### src/hw/rtl/assert_macros.svh
// Assertion helpers; all checks are sampled on clk_i and disabled during reset.
`ifndef ASSERT_MACROS_SVH
`define ASSERT_MACROS_SVH

// Property must hold at every clock edge outside reset.
`define ASSERT_CLK(lbl, prop) \
  lbl: assert property (@(posedge clk_i) disable iff (!rst_ni) (prop)) \
    else $error("assertion failed");

// Expression must never be true outside reset.
`define ASSERT_NEVER(lbl, expr) \
  lbl: assert property (@(posedge clk_i) disable iff (!rst_ni) !(expr)) \
    else $error("forbidden condition seen");

`endif

### src/hw/rtl/hlfc_pkg.sv
`timescale 1ns / 1ps
package hlfc_pkg;

  localparam int AngleStepsDef = 1024;
  localparam int FracBitsDef   = 4;

  localparam int AngleW  = 10;
  localparam int RhoW    = 18;
  localparam int DimW    = 12;
  localparam int TrigW   = 16;   // Q1.15 signed
  localparam int MagW    = 15;   // magnitude of a Q1.15 value
  localparam int CoordW  = 16;
  localparam int CountW  = 3;
  localparam int CfgIdxW = 2;
  localparam int NumEdge = 4;

  localparam logic [DimW-1:0] WidthRst  = 12'd640;
  localparam logic [DimW-1:0] HeightRst = 12'd480;

  typedef enum logic [CfgIdxW-1:0] {
    CFG_WIDTH  = 2'd0,
    CFG_HEIGHT = 2'd1
  } cfg_idx_e;

  typedef struct packed {
    logic              found;
    logic [CountW-1:0] count;
    logic [CoordW-1:0] sx;
    logic [CoordW-1:0] sy;
    logic [CoordW-1:0] ex;
    logic [CoordW-1:0] ey;
  } result_t;

  localparam logic [63:0] PiQ30  = 64'd3373259426;
  localparam logic [63:0] OneQ30 = 64'd1 << 30;

  // First-quadrant sine, Taylor series in Horner form, Q1.15 result.
  function automatic logic [TrigW-1:0] quarter_sine(input logic [63:0] a);
    logic [63:0] x;
    logic [63:0] x2;
    logic [63:0] t;
    logic [63:0] s;
    logic [63:0] r;
    x  = (a * PiQ30) >> 16;
    x2 = (x * x) >> 30;
    t  = OneQ30 - x2 / 64'd110;
    t  = OneQ30 - ((x2 * t) >> 30) / 64'd72;
    t  = OneQ30 - ((x2 * t) >> 30) / 64'd42;
    t  = OneQ30 - ((x2 * t) >> 30) / 64'd20;
    t  = OneQ30 - ((x2 * t) >> 30) / 64'd6;
    s  = (x * t) >> 30;
    r  = (s + (64'd1 << 14)) >> 15;
    if (r > 64'd32767) r = 64'd32767;
    return r[TrigW-1:0];
  endfunction

  // Sine of a phase in units of pi/65536, folded to the first quadrant.
  function automatic logic signed [TrigW-1:0] phase_sine(input logic [31:0] u);
    logic [31:0] uu;
    logic [31:0] v;
    logic [31:0] a;
    logic        neg;
    logic [TrigW-1:0] s;
    uu  = u & 32'h1FFFF;
    neg = (uu >= 32'd65536);
    v   = neg ? (uu - 32'd65536) : uu;
    a   = (v <= 32'd32768) ? v : (32'd65536 - v);
    s   = quarter_sine({32'd0, a});
    return neg ? $signed(-s) : $signed(s);
  endfunction

endpackage

### src/hw/rtl/hlfc_pack.sv
`timescale 1ns / 1ps
module hlfc_pack #(
  parameter int FRAC_BITS = hlfc_pkg::FracBitsDef,
  localparam int QW = hlfc_pkg::DimW + FRAC_BITS
) (
  input  logic                                 clk_i,
  input  logic                                 rst_ni,
  input  logic                                 valid_i,
  input  logic [hlfc_pkg::NumEdge-1:0]         hit_i,
  input  logic [hlfc_pkg::NumEdge-1:0][QW-1:0] quo_i,
  input  logic [hlfc_pkg::DimW-1:0]            width_i,
  input  logic [hlfc_pkg::DimW-1:0]            height_i,
  input  logic                                 out_stall_i,
  output logic                                 skid_full_o,
  output logic                                 out_valid_o,
  output hlfc_pkg::result_t                    res_o
);
  import hlfc_pkg::*;

  logic [CoordW-1:0] x_c [NumEdge];
  logic [CoordW-1:0] y_c [NumEdge];
  logic [CountW-1:0] cnt;
  result_t           res_d;
  result_t           pipe_res_q, skid_res_q;
  logic              pipe_valid_q, skid_valid_q;
  logic              en;

  function automatic logic [CoordW-1:0] sat_coord(input logic [QW-1:0] v);
    logic [31:0] ve;
    ve = 32'(v);
    return ((ve >> CoordW) != '0) ? '1 : ve[CoordW-1:0];
  endfunction

  // Edge coordinates and first-two selection
  always_comb begin
    x_c[0] = sat_coord(quo_i[0]);
    y_c[0] = sat_coord(QW'(height_i) << FRAC_BITS);
    x_c[1] = sat_coord(quo_i[1]);
    y_c[1] = '0;
    x_c[2] = '0;
    y_c[2] = sat_coord(quo_i[2]);
    x_c[3] = sat_coord(QW'(width_i) << FRAC_BITS);
    y_c[3] = sat_coord(quo_i[3]);

    res_d = '0;
    cnt   = '0;
    for (int e = 0; e < NumEdge; e++) begin
      if (hit_i[e]) begin
        if (cnt == 3'd0) begin
          res_d.sx = x_c[e];
          res_d.sy = y_c[e];
        end else if (cnt == 3'd1) begin
          res_d.ex = x_c[e];
          res_d.ey = y_c[e];
        end
        cnt = cnt + 3'd1;
      end
    end
    res_d.count = cnt;
    res_d.found = (cnt == 3'd2);
    if (!res_d.found) begin
      res_d.sx = '0;
      res_d.sy = '0;
      res_d.ex = '0;
      res_d.ey = '0;
    end
  end

  assign en = !skid_valid_q;

  // Output stage register
  always_ff @(posedge clk_i or negedge rst_ni) begin
    if (!rst_ni) begin
      pipe_valid_q <= 1'b0;
    end else if (en) begin
      pipe_valid_q <= valid_i;
    end
  end

  always_ff @(posedge clk_i) begin
    if (en) pipe_res_q <= res_d;
  end

  // Skid register catches the result when the sink stalls
  always_ff @(posedge clk_i or negedge rst_ni) begin
    if (!rst_ni) begin
      skid_valid_q <= 1'b0;
    end else if (!skid_valid_q) begin
      skid_valid_q <= pipe_valid_q && out_stall_i;
    end else if (!out_stall_i) begin
      skid_valid_q <= 1'b0;
    end
  end

  always_ff @(posedge clk_i) begin
    if (!skid_valid_q) skid_res_q <= pipe_res_q;
  end

  assign skid_full_o = skid_valid_q;
  assign out_valid_o = skid_valid_q || pipe_valid_q;
  assign res_o       = skid_valid_q ? skid_res_q : pipe_res_q;

endmodule

### config.mk
export PLATFORM = sky130hd
export DESIGN_NAME = hlfc_pack
export DESIGN_NICKNAME = d
export VERILOG_FILES = /design/src/hw/rtl/assert_macros.svh /design/src/hw/rtl/hlfc_pkg.sv /design/src/hw/rtl/hlfc_pack.sv
export SDC_FILE = /design/constraint.sdc
export NUM_CORES = 1
export LEC_CHECK = 0
export BUFFER_PORTS_ARGS = -buffer_cell sky130_fd_sc_hd__buf_2
export CAP_MARGIN = 20
export CORE_MARGIN = 4
export CORE_UTILIZATION = 30
export CTS_CLUSTER_SIZE = 14
export DETAILED_ROUTE_END_ITERATION = 12
export PLACE_DENSITY = 0.51
export SKIP_LAST_GASP = 1
export SYNTH_ARGS = -nofsm -noshare
export SYNTH_HDL_FRONTEND = slang
export SYNTH_SLANG_ARGS = --single-unit
### constraint.sdc
create_clock -name clk_i -period 3.1 [get_ports clk_i]
set_clock_uncertainty 0.05 [all_clocks]
set_input_delay 0.31 -clock clk_i [delete_from_list [all_inputs] [get_ports clk_i]]
set_output_delay 0.31 -clock clk_i [all_outputs]
set_load 0.02 [all_outputs]
After elaboration in Yosys (flattened, before gate mapping)
Index checks and enable logic that the tools add are counted.
{"block": "totals", "output_inout_bits": 70, "ff_bits": 138, "word_cells": 46}
{"block": "op_classes", "muxes": 20, "add_sub_neg": 3, "eq_ne": 4, "reduce_logical": 5}
{"cell": "$mux W32", "n": 10}
{"cell": "$mux W64", "n": 3}
{"cell": "$mux W68", "n": 1}
{"cell": "$logic_not A3 Y1", "n": 3}
{"cell": "$mux W3", "n": 3}
{"cell": "$add A3 B1 Y3 const B", "n": 2}
{"cell": "$eq A3 B1 Y1 const B", "n": 2}
{"cell": "$eq A3 B2 Y1 const B", "n": 1}
{"cell": "$mux W1", "n": 3}
{"cell": "$add A1 B1 Y2 const B", "n": 1}
{"cell": "$eq A1 B1 Y1 const B", "n": 1}
{"cell": "$logic_and A1 B1 Y1", "n": 1}
{"cell": "$logic_or A1 B1 Y1", "n": 1}

Longest topological paths before layout
Gate-level depths: netlist of run 1.
{"block": "logic_depth", "depth_word": 11, "mapped_depth": 13, "depth_no_buf": 10}

Worst setup path before layout of run 1
OpenSTA, ideal clock, no wires.
{"block": "synth_timing", "path_type": "input port to flip-flop", "start": "input hit_i[0] (netlist bit)", "end": "register pipe_res_q[39] (netlist bit), data pin", "arrival_time_ps": 2650, "setup_ps": 170, "setup_slack_ps": 230, "stages": 11, "n_path_buf": 3, "t_required_ps": 2880, "cell_sequence": "inv_1 clkbuf_1 ha_1 xnor2_1 inv_1 ha_1 o21ai_1 or3b_1 buf_2 buf_6 a311oi_2"}
{"block": "synth_between", "elab_chain_len": 8}
{"element": "from (decl)", "line_no": "hlfc_pack.sv:9", "text": "input logic [hlfc_pkg::NumEdge-1:0] hit_i,"}
{"element": "$mux W1", "line_no": "hlfc_pack.sv:48", "text": "if (hit_i[e]) begin"}
{"element": "$add A1 B1 Y2 / $logic_not A3 Y1 (equally long branches)", "line_no": "hlfc_pack.sv:56, hlfc_pack.sv:49"}
{"element": "$mux W3 / $mux W32 (equally long branches)", "line_no": "hlfc_pack.sv:48, hlfc_pack.sv:49"}
{"element": "$add A3 B1 Y3, or another cell as far along", "line_no": "hlfc_pack.sv:56", "text": "cnt = cnt + 3'd1;"}
{"element": "$mux W3 / $mux W32 (equally long branches)", "line_no": "hlfc_pack.sv:48, hlfc_pack.sv:49"}
{"element": "$add A3 B1 Y3, or another cell as far along", "line_no": "hlfc_pack.sv:56"}
{"element": "$mux W3 / $mux W32 (equally long branches)", "line_no": "hlfc_pack.sv:48, hlfc_pack.sv:49"}
{"element": "$eq A3 B2 Y1 / $mux W64 (equally long branches)", "line_no": "hlfc_pack.sv:60, hlfc_pack.sv:48"}
{"element": "to (signal assigned)", "line_no": "hlfc_pack.sv:81", "text": "if (en) pipe_res_q <= res_d;"}
{"element": "to (decl)", "line_no": "hlfc_pack.sv:24", "text": "result_t pipe_res_q, skid_res_q;"}
Parallel ways exist; a longest one is shown, timed or not.
A chain may end at the register's enable or synchronous reset.

Worst setup path in the final report of run 1
{"block": "layout_timing", "start": "input hit_i[1] (netlist bit)", "end": "register pipe_res_q[47] (netlist bit), data pin"}
{"block": "layout_between", "elab_chain_len": 6}
{"element": "$mux W3", "line_no": "hlfc_pack.sv:48"}
{"element": "$add A3 B1 Y3 / $logic_not A3 Y1 (equally long branches)", "line_no": "hlfc_pack.sv:56, hlfc_pack.sv:49"}
{"element": "$mux W3 / $mux W32 (equally long branches)", "line_no": "hlfc_pack.sv:48, hlfc_pack.sv:49"}
{"element": "$add A3 B1 Y3, or another cell as far along", "line_no": "hlfc_pack.sv:56"}
{"element": "$mux W3 / $mux W32 (equally long branches)", "line_no": "hlfc_pack.sv:48, hlfc_pack.sv:49"}
{"element": "$eq A3 B2 Y1 / $mux W64 (equally long branches)", "line_no": "hlfc_pack.sv:60, hlfc_pack.sv:48"}
Parallel ways exist; a longest one is shown, timed or not.

==> impl_summary.log, run 1 <==
INFO  metric clkPwrFrac = 34.6%
INFO  metric power_switching = 1.42 mW
INFO  metric grt_use_total = 15.5%
INFO  metric clock_sinks = 138
INFO  metric grt_pass1_vias = 4790
INFO  metric fin_crit_sh = 83.8%
INFO  metric dr_wl_met2 = 7840 µm
INFO  metric postSynthCellCount = 507
INFO  metric vdd.ir_drop.worst = 0.000341 V
INFO  metric cts_htree_levels = 4
INFO  metric hold_viol_final = 0
INFO  metric cts-root-to-sink-buffers = 2
INFO  metric via_to_cell_ratio = 4.93
INFO  metric internal_power = 3.67 mW
INFO  metric first_iter_violations = 303
INFO  metric grt_start_max_net_pins = 35
INFO  metric via_count = 4683
INFO  metric timing.reg2reg.setup_slack = 1.24 ns
INFO  metric wl_met3 = 1570 µm
INFO  metric drc_errors = 0
INFO  metric seq_power_share = 44.9%
INFO  metric grt_overflow = 0
INFO  metric routabilityCongestion = 0.871
INFO  metric fp.dieH = 147 µm
INFO  metric yosys_most_used_dff = edfxtp_1
INFO  metric slew_headroom = 49.6%
INFO  metric die_width = 147 µm
INFO  metric rows = 50
INFO  metric yosys.cell_count.top_type = mux2_2
INFO  metric outcome = complete, no violations
INFO  metric timing.critical_path.fanout_max = 27
INFO  metric dr.pass1.iters = 5
INFO  metric routed_wire_length_per_instance = 17.6 µm
INFO  metric power.switching_fraction = 27.9%
INFO  metric topRoutingLayerUsed = met5
INFO  metric syn-cell-area = 5820 µm²
INFO  metric design.final.nets = 776
INFO  metric cts_resized = 0
INFO  metric timing.setup.tns = 0 ns
INFO  metric synth.cells.most_frequent = mux2_2, dfxtp_1, edfxtp_1
INFO  metric initial_core_util = 30.8%
INFO  metric asyncSetResetFlopFracSynth = 1.45%
INFO  metric coreArea = 18900 µm²
INFO  metric clock_insertion_delay_at_the_later_pin_of_the_skew_report = 0.41 ns
INFO  metric timing.hold.worst.class = primary input to flop
INFO  metric power.combinational.fraction = 20.4%
INFO  metric drt_wl_total = 16700 µm
INFO  metric pin_count = 166
INFO  metric path_clk_slew = 0.05 ns
INFO  metric setup.worst_path.start_class = primary input
INFO  metric category_of_the_most_critical_setup_path = primary input to flop
INFO  metric synth.yosys.seq_area_share = 59.3%
INFO  metric dp.final_hpwl = 11900 µm
INFO  metric grt_pass1_wl = 26000 µm
INFO  metric count_of_yosys_warnings_during_synthesis = 0
INFO  metric synth_top_area_share = 35.1%
INFO  metric critical_path_arrival = 2.77 ns
INFO  metric worst-slew-pin-transition = 0.755 ns
INFO  metric syn2layout_area_growth = 29.0%
INFO  metric max_freq = 385 MHz
INFO  metric synth_cell_types = 35
INFO  metric m1WireLength = 7000 µm
INFO  metric end_kind = flop
INFO  metric synth_edf_count = 68
INFO  metric rsz0062_at_grt = false
INFO  metric drive_above_1_share = 43.1%
INFO  metric power_leakage = 3.13 nW
INFO  metric synthesis.nets = 609
INFO  metric post_synth_main_area_contributors = edfxtp_1, dfxtp_1, mux2_2, a21oi_1, nand2_1
INFO  metric dieArea = 21700 µm²
INFO  metric required = 3.27 ns
INFO  metric setup_viol_count_final = 0
INFO  metric final_period_minus_worst_setup_slack = 2.60 ns
INFO  metric ys_seq_elements = 138
INFO  metric remaining_number_of_nets_flagged_by_the_antenna_check_after_routing = 0
INFO  metric post-synth-top-area-cell = edfxtp_1
INFO  metric initial_antenna_violation_count = 1
INFO  metric power_density = 678 nW/µm²
INFO  metric port-buffer-count = 165
INFO  metric fillCellCount = 1876
INFO  metric slew_violations = 0
INFO  metric fin_hold_ws = 0.0660 ns
INFO  metric clock_tree_from_tritoncts = built
INFO  metric root_buffer = clkbuf_16
INFO  metric drv.max_cap_violation_count = 0
INFO  metric avgSynthCellArea = 11.5 µm²
INFO  metric cts_buffers = 17
worst max-delay path: stages:
cell and delay (ns):
buf_2 0.18, inv_1 0.11, ha_1 0.36, xnor2_1 0.20
inv_1 0.09, ha_1 0.29, o21ai_1 0.13, or3b_2 0.53
buf_4 0.28, a311oi_1 0.26
routing by layer:
| layer | vias up | track usage (%) |
|---|---|---|
| li1 | 2176 | - |
| met1 | 2239 | 19.7 |
| met2 | 243 | 24.6 |
| met3 | 23 | 5.00 |
| met4 | 2 | 5.78 |
| met5 | - | 0 |
flip-flops by register name, summed over array words and instances (netlist names):
| signal | cells |
|---|---|
| pipe_res_q | 68 |
| skid_res_q | 68 |
| skid_full_o | 1 |
| pipe_valid_q | 1 |
per-stage QoR:
step	cell area [µm²]	util [%]	instances	power (mW)	setup WS [ns]
3_3_place_gp	6990	37.0	914	3.36	0.235
5_1_grt	7510	39.7	947	5.33	0.314
3_5_place_dp	6990	37.0	914	3.38	0.126
2_1_floorplan	5820	-	507	2.98	0.230
4_1_cts	7510	39.7	947	5.15	0.555
6_report	7510	39.8	949	5.09	0.503
logic make-up after synthesis:
| group | share of synthesized area (%) |
|---|---|
| flops | 59.3 |
| xor+xnor | 0.451 |
| compound gates | 9.28 |
| simple gates | 12.6 |
| buf+inv | 3.44 |
| fa+ha+maj | 1.29 |
| mux | 13.7 |
layout make-up:
type	instances	area [µm²]	area share [%]
Sequential cell	138	3460	46.0
Inverter	7	27.5	0.366
Multi-Input combinational cell	321	2170	28.9
Antenna cell	2	5.00	0.0666
Timing Repair Buffer	189	1020	13.6
Clock buffer	27	483	6.43
Tap cell	260	325	4.33
Clock inverter	5	25.0	0.333
path summary, 6_finish.rpt:
check,start,end,cells after the start
max,hit_i[1],pipe_res_q[47],10
min,out_stall_i,skid_full_o,2
max reg2reg,skid_full_o,pipe_res_q[11],2
min reg2reg,skid_res_q[17],skid_res_q[17],1
max in group asynchronous,rst_ni,skid_full_o,2
min in group asynchronous,rst_ni,skid_full_o,2
cells in the final DEF (no fill, tap or decap), types with 2 or more instances in the layout:
| cell | count |
|---|---|
| inv_1 | 6 |
| buf_4 | 22 |
| clkbuf_16 | 17 |
| nor4_1 | 4 |
| xnor2_1 | 2 |
| a311oi_1 | 3 |
| clkinv_2 | 6 |
| clkbuf_1 | 8 |
| nor2_1 | 16 |
| nor3_1 | 5 |
| diode_2 | 2 |
| nand3_1 | 44 |
| and2_1 | 2 |
| a311oi_2 | 10 |
| o21ai_0 | 11 |
| mux2_2 | 69 |
| dfxtp_1 | 68 |
| ha_1 | 6 |
| mux2i_1 | 2 |
| buf_2 | 165 |
| or3_1 | 12 |
| clkbuf_8 | 2 |
| nand2_1 | 64 |
| edfxtp_1 | 68 |
| a21oi_1 | 59 |
timing repair:
action                    in CTS  in global routing
buffers inserted               0                  0
hold endpoints to repair       2                  0
hold buffers                   1                  0
power groups by stage:
stage	clock network (mW)	registers, mW	logic, mW
4_1_cts	1.81	2.29	1.05
6_report	1.76	2.29	1.04
3_3_place_gp	0	2.32	1.03
2_1_floorplan	0	2.29	0.685
3_5_place_dp	0	2.33	1.05
5_1_grt	1.89	2.32	1.13
No activity file was read; power rests on OpenSTA's default activity.
==> run 2, diff against run 1 <==
PLACE_DENSITY = 0.53   (was 0.51)
clock period = 2.2 ns   (was 3.1 ns; I/O delays follow)
==> impl_summary.log, run 2 (synthesized netlist as in run 1, its figures left out) <==
INFO  metric outcome = complete, no violations
INFO  metric layout_common_cells = buf_2, mux2_2, edfxtp_1, dfxtp_1, nand2_1
INFO  metric r2r_cells = 3 (+1)
INFO  metric die_width = 147 µm (unchanged)
INFO  metric grt_overflow = 0 (unchanged)
INFO  metric drt_wl_total = 16800 µm (+0.91%)
INFO  metric drc_errors = 0 (unchanged)
INFO  metric cts-root-to-sink-buffers = 2 (unchanged)
INFO  metric power_density = 978 nW/µm² (+44%)
INFO  metric setup_viol_count_final = 0 (unchanged)
INFO  metric fin_crit_sh = 95.1%
INFO  metric timing.hold.worst.class = primary input to async pin
INFO  metric path_clk_slew = 0.07 ns (+0.02 ns)
INFO  metric postLayoutSetupSlackWorst = 0.109 ns (-0.395 ns)
INFO  metric pin_count = 166 (unchanged)
INFO  metric first_iter_violations = 276 (-8.9%)
INFO  metric dr.pass1.iters = 6 (+1)
INFO  metric design_area = 7840 µm² (+4.3%)
INFO  metric fp.dieH = 147 µm (unchanged)
INFO  metric insertedDiodeCount = 0 (-2)
INFO  metric port-buffer-count = 165 (unchanged)
INFO  metric rows = 50 (unchanged)
INFO  metric final_period_minus_worst_setup_slack = 2.09 ns
INFO  metric routed_wire_length_per_instance = 17.5 µm (-0.14%)
INFO  metric root_buffer = clkbuf_16
INFO  metric category_of_the_most_critical_setup_path = flop to primary output
INFO  metric hold_viol_final = 0 (unchanged)
INFO  metric routabilityCongestion = 0.845 (-3.0%)
INFO  metric grt_pass1_vias = 4742 (-1.0%)
INFO  metric drive_above_1_share = 45.9% (+2.8 points)
INFO  metric r2r_start = skid_full_o
INFO  metric timing.setup.tns = 0 ns (unchanged)
INFO  metric remaining_number_of_nets_flagged_by_the_antenna_check_after_routing = 0 (unchanged)
INFO  metric placed_cell_area = 7200 µm² (+3.0%)
INFO  metric critical_path_arrival = 1.82 ns (-0.95 ns)
INFO  metric worst-slew-pin-transition = 0.516 ns (-0.240 ns)
INFO  metric timing.reg2reg.setup_slack = 0.44 ns (-0.80 ns)
INFO  metric coreArea = 18900 µm² (unchanged)
INFO  metric grt_use_total = 15.6% (+0.16 points)
INFO  metric drv.max_cap_violation_count = 0 (unchanged)
INFO  metric mostFrequentLayoutCell = buf_2
INFO  metric dieArea = 21700 µm² (unchanged)
INFO  metric required = 1.93 ns (-1.34 ns)
INFO  metric place_ws = -0.215 ns (-0.341 ns)
INFO  metric top_regs = pipe_res_q: 68 flops, skid_res_q: 68 flops
INFO  metric design.final.nets = 788 (+1.5%)
INFO  metric rr_endpoint = pipe_res_q[28]
INFO  metric clock_sinks = 138 (unchanged)
INFO  metric grt_start_max_net_pins = 37 (+5.7%)
INFO  metric power_leakage = 3.24 nW (+3.3%)
INFO  metric dp.final_hpwl = 12100 µm (+1.8%)
INFO  metric slew_headroom = 65.6% (+16 points)
INFO  metric cts_buffers = 17 (unchanged)
INFO  metric initial_core_util = 30.8% (unchanged)
INFO  metric report.power.total = 7.67 mW (+51%)
INFO  metric vdd.ir_drop.worst = 0.000534 V (+57%)
INFO  metric timing.critical_path.fanout_max = 28 (+3.7%)
INFO  metric clock_tree_from_tritoncts = built
INFO  metric initial_antenna_violation_count = 0 (-1)
INFO  metric end_kind = primary output
INFO  metric fin_hold_ws = 0.0597 ns (-0.00624 ns)
INFO  metric cts_resized = 0 (unchanged)
INFO  metric syn2layout_area_growth = 34.6%
INFO  metric rsz0062_at_grt = false
INFO  metric slew_violations = 0 (unchanged)
INFO  metric grt_pass1_wl = 26000 µm (about the same)
INFO  metric via_count = 4651 (-0.68%)
INFO  metric via_to_cell_ratio = 4.85 (-1.7%)
INFO  metric clock_insertion_delay_at_the_later_pin_of_the_skew_report = 0.43 ns (+0.02 ns)
INFO  metric cts_htree_levels = 4 (unchanged)
INFO  metric max_freq = 478 MHz
INFO  metric setup.worst_path.start_class = flop
-- run 2: changes by cell type in the layout (fill, tap and decap cells not counted), moves of 3 or more --
cell and delta:
clkbuf_1 -8, inv_6 +3, clkinv_2 -6, clkinvlp_4 +9
buf_12 +7, inv_1 -3
-- run 2: power by group --
group | internal, mW | total [mW] | switching, mW
combinational | 0.629 | 1.56 | 0.927
clock | 1.69 | 2.89 | 1.20
sequential | 3.12 | 3.22 | 0.105
total | 5.43 | 7.67 | 2.23
-- run 2: stage by stage --
step	cells	util [%]
final	959	41.5
after floorplan	507	-
after global routing	959	41.5
after CTS	959	41.5
after detailed placement	923	38.1
after global placement	923	38.1
-- run 2: layout make-up --
class                   count  area, µm²
flip-flops and latches    138       3460
inverters                   7       33.8
well taps                 260        325
repair buffers            201       1210
fillers                  1851      11100
clock inverters            15        168
clock buffers              17        425
multi-input cells         321       2220
-- run 2: timing repair --
item | 4_1_cts | 5_1_grt
hold buffers | 3 | 0
buffers inserted | 1 | 0
endpoints found under the hold margin | 4 | 0
endpoints found under the setup margin | 39 | 0
-- run 2: worst max-delay path, cell delays in order, from the launching register on --
cell and delay [ns]:
dfrtp_4 0.59, buf_12 0.24, mux2_2 0.38, buf_2 0.17
-- run 2: worst max path at each step --
stage           startpoint             end  slack [ns]  cells past startpoint
2_1_floorplan     hit_i[0]  pipe_res_q[39]       -0.14                     11
3_3_place_gp      hit_i[0]  pipe_res_q[25]       -0.15                     10
3_5_place_dp      hit_i[0]  pipe_res_q[58]       -0.22                     12
4_1_cts        skid_full_o       res_o[66]        0.06                      3
5_1_grt        skid_full_o       res_o[66]        0.05                      3
6_report       skid_full_o       res_o[66]        0.11                      3
-- run 2: routing by layer --
layer | share of wire [%] | vias up | global-route usage (%)
met5 | 0 | - | 0
met4 | 1.6 | 0 | 6.01
met3 | 8.1 | 19 | 5.09
met2 | 49 | 200 | 26.2
met1 | 41 | 2243 | 18.7
li1 | - | 2189 | -
==> run 3, diff against run 2 <==
CTS_BUF_LIST = sky130_fd_sc_hd__clkbuf_8   (was not set)
MAX_ROUTING_LAYER = met4   (was not set)
==> impl_summary.log, run 3 (synthesized netlist as in run 1, its figures left out) <==
INFO  metric critical-path-slowest-cell = dfrtp_4
INFO  metric dp.final_hpwl = 12100 µm (unchanged)
INFO  metric insertedDiodeCount = 0 (unchanged)
INFO  metric clock_insertion_delay_at_the_later_pin_of_the_skew_report = 0.46 ns (+0.03 ns)
INFO  metric slew_violations = 0 (unchanged)
INFO  metric grt_busiest_layer = met2
INFO  metric max_freq = 500 MHz (+4.5%)
INFO  metric cts_htree_levels = 4 (unchanged)
INFO  metric r2r_start = skid_full_o
INFO  metric timing.reg2reg.setup_slack = 0.52 ns (+0.08 ns)
INFO  metric fillCellCount = 1872 (+1.1%)
INFO  metric highest_cell_delay_on_the_worst_timing_path = 0.49 ns (-0.10 ns)
INFO  metric hold_viol_final = 0 (unchanged)
INFO  metric via_count = 4655 (+0.086%)
INFO  metric place_ws = -0.215 ns (unchanged)
INFO  metric rr_endpoint = pipe_res_q[28]
INFO  metric final_period_minus_worst_setup_slack = 2.00 ns (-0.0907 ns)
INFO  metric grt_overflow = 0 (unchanged)
INFO  metric top_regs = pipe_res_q: 68 flops, skid_res_q: 68 flops
INFO  metric placed_cell_area = 7200 µm² (unchanged)
INFO  metric cts_resized = 0 (unchanged)
INFO  metric initial_core_util = 30.8% (unchanged)
INFO  metric dp_cells = 923 (unchanged)
INFO  metric mostFrequentLayoutCell = buf_2
INFO  metric cts-root-to-sink-buffers = 2 (unchanged)
INFO  metric setup.worst_path.start = skid_full_o
INFO  metric postLayoutSetupSlackWorst = 0.199 ns (+0.0907 ns)
INFO  metric dr.pass1.iters = 5 (-1)
INFO  metric clock_sinks = 138 (unchanged)
INFO  metric coreArea = 18900 µm² (unchanged)
INFO  metric drt_wl_total = 16800 µm (-0.23%)
INFO  metric critical_path_arrival = 1.73 ns (-0.09 ns)
INFO  metric required = 1.93 ns (about the same)
INFO  metric timing.hold.worst.class = primary input to flop
INFO  metric setup_viol_count_final = 0 (unchanged)
INFO  metric report.power.total = 6.89 mW (-10%)
INFO  metric pin_count = 166 (unchanged)
INFO  metric r2r_cells = 3 (unchanged)
INFO  metric critical_path.cell_chain = buf_4, mux2_2, buf_2
INFO  metric fin_crit_sh = 90.9% (-4.1 points)
INFO  metric end_kind = primary output
INFO  metric grt_pass1_wl = 25800 µm (-0.82%)
INFO  metric worst_setup_path_endpoint = res_o[3]
INFO  metric syn2layout_area_growth = 31.6%
INFO  metric power_leakage = 3.16 nW (-2.4%)
INFO  metric drv.max_cap_violation_count = 0 (unchanged)
INFO  metric initial_antenna_violation_count = 0 (unchanged)
INFO  metric met3_usage = 4.97% (-0.12 points)
INFO  metric root_buffer = clkbuf_8
INFO  metric routed_wire_length_per_instance = 17.5 µm (-0.44%)
INFO  metric dieArea = 21700 µm² (unchanged)
INFO  metric timing.critical_path.fanout_max = 9 (-68%)
INFO  metric drive_above_1_share = 45.9% (about the same)
INFO  metric slew_headroom = 65.2% (-0.45 points)
INFO  metric grt_start_max_net_pins = 37 (unchanged)
INFO  metric remaining_number_of_nets_flagged_by_the_antenna_check_after_routing = 0 (unchanged)
INFO  metric die_width = 147 µm (unchanged)
INFO  metric category_of_the_most_critical_setup_path = flop to primary output
INFO  metric rows = 50 (unchanged)
INFO  metric first_iter_violations = 287 (+4.0%)
INFO  metric grt.met1_usage = 19.0% (+0.27 points)
INFO  metric setup.worst_path.start_class = flop
INFO  metric cts_buffers = 17 (unchanged)
INFO  metric design_area = 7660 µm² (-2.2%)
INFO  metric vdd.ir_drop.worst = 0.000477 V (-11%)
INFO  metric drc_errors = 0 (unchanged)
INFO  metric layout_common_cells = buf_2, mux2_2, edfxtp_1, dfxtp_1, nand2_1
INFO  metric power_density = 899 nW/µm² (-8.1%)
INFO  metric design.final.nets = 790 (+0.25%)
INFO  metric rsz0062_at_grt = false
INFO  metric layout_cells_excl_fill = 961 (+0.21%)
INFO  metric worst-slew-pin-transition = 0.523 ns (+0.00679 ns)
INFO  metric outcome = complete, no violations
INFO  metric routabilityCongestion = 0.858 (+1.6%)
INFO  metric groute.layer.met2.usage = 26.0% (-0.16 points)
INFO  metric via_to_cell_ratio = 4.84 (-0.12%)
INFO  metric port-buffer-count = 165 (unchanged)
INFO  metric clock_tree_from_tritoncts = built
INFO  metric fp.dieH = 147 µm (unchanged)
INFO  metric grt_pass1_vias = 4694 (-1.0%)
INFO  metric grt_use_total = 16.0% (+0.34 points)
INFO  metric path_clk_slew = 0.09 ns (+0.02 ns)
[run 3: cell types whose count changed in the layout (fill, tap and decap cells not counted)]
cell | previous run | this run
dlygate4sd3_1 | 3 | 4
clkbuf_8 | 0 | 17
clkbuf_16 | 17 | 0
buf_4 | 24 | 25
[run 3: where the power goes]
part           switching, mW  internal (mW)
sequential            0.0973           3.11
combinational          0.937          0.633
clock                   1.09           1.02
total                   2.12           4.77
[run 3: how the worst min path moves through the flow]
stage	endpoint	from	cells after the start	slack [ns]
3_5_place_dp	pipe_valid_q	rst_ni	1	-0.04
2_1_floorplan	pipe_valid_q	rst_ni	0	-0.13
3_3_place_gp	pipe_valid_q	rst_ni	1	-0.05
5_1_grt	pipe_res_q[10]	quo_i[58]	3	0.04
4_1_cts	pipe_res_q[10]	quo_i[58]	3	0.01
6_report	pipe_res_q[13]	quo_i[61]	3	0.07
[run 3: what timing repair did]
| item | 4_1_cts | 5_1_grt |
|---|---|---|
| setup endpoints to repair | 49 | 0 |
| hold buffers | 4 | 0 |
| endpoints found under the hold margin | 4 | 0 |
| setup buffers | 2 | 0 |
[run 3: layout make-up]
type | instances | area [µm²] | area share, %
Clock buffer | 17 | 234 | 3.05
Clock inverter | 15 | 168 | 2.19
Inverter | 7 | 33.8 | 0.441
Multi-Input combinational cell | 321 | 2220 | 29.0
Sequential cell | 138 | 3460 | 45.1
Tap cell | 260 | 325 | 4.24
Timing Repair Buffer | 203 | 1220 | 16.0
[run 3: per-stage QoR]
| step | util (%) | TNS [ns] | hold WS, ns |
|---|---|---|---|
| 6_report | 40.6 | 0 | 0.0686 |
| 5_1_grt | 40.6 | 0 | 0.0400 |
| 4_1_cts | 40.6 | 0 | 0.0139 |
| 3_5_place_dp | 38.1 | -8.69 | -0.0428 |
| 3_3_place_gp | 38.1 | -4.42 | -0.0451 |
| 2_1_floorplan | - | -4.54 | -0.126 |
[run 3: metal layers]
| metal | wire length [µm] | vias to the layer above |
|---|---|---|
| met2 | 8280 | 226 |
| met4 | 218 | 0 |
| li1 | - | 2199 |
| met5 | 0 | - |
| met3 | 1410 | 20 |
| met1 | 6870 | 2210 |
[run 3: critical path, delay by kind of cell (launching register included)]
kind,cells,cell delay (ns)
flip-flops,1,0.49
buffers and inverters,2,0.39
multiplexers,1,0.38
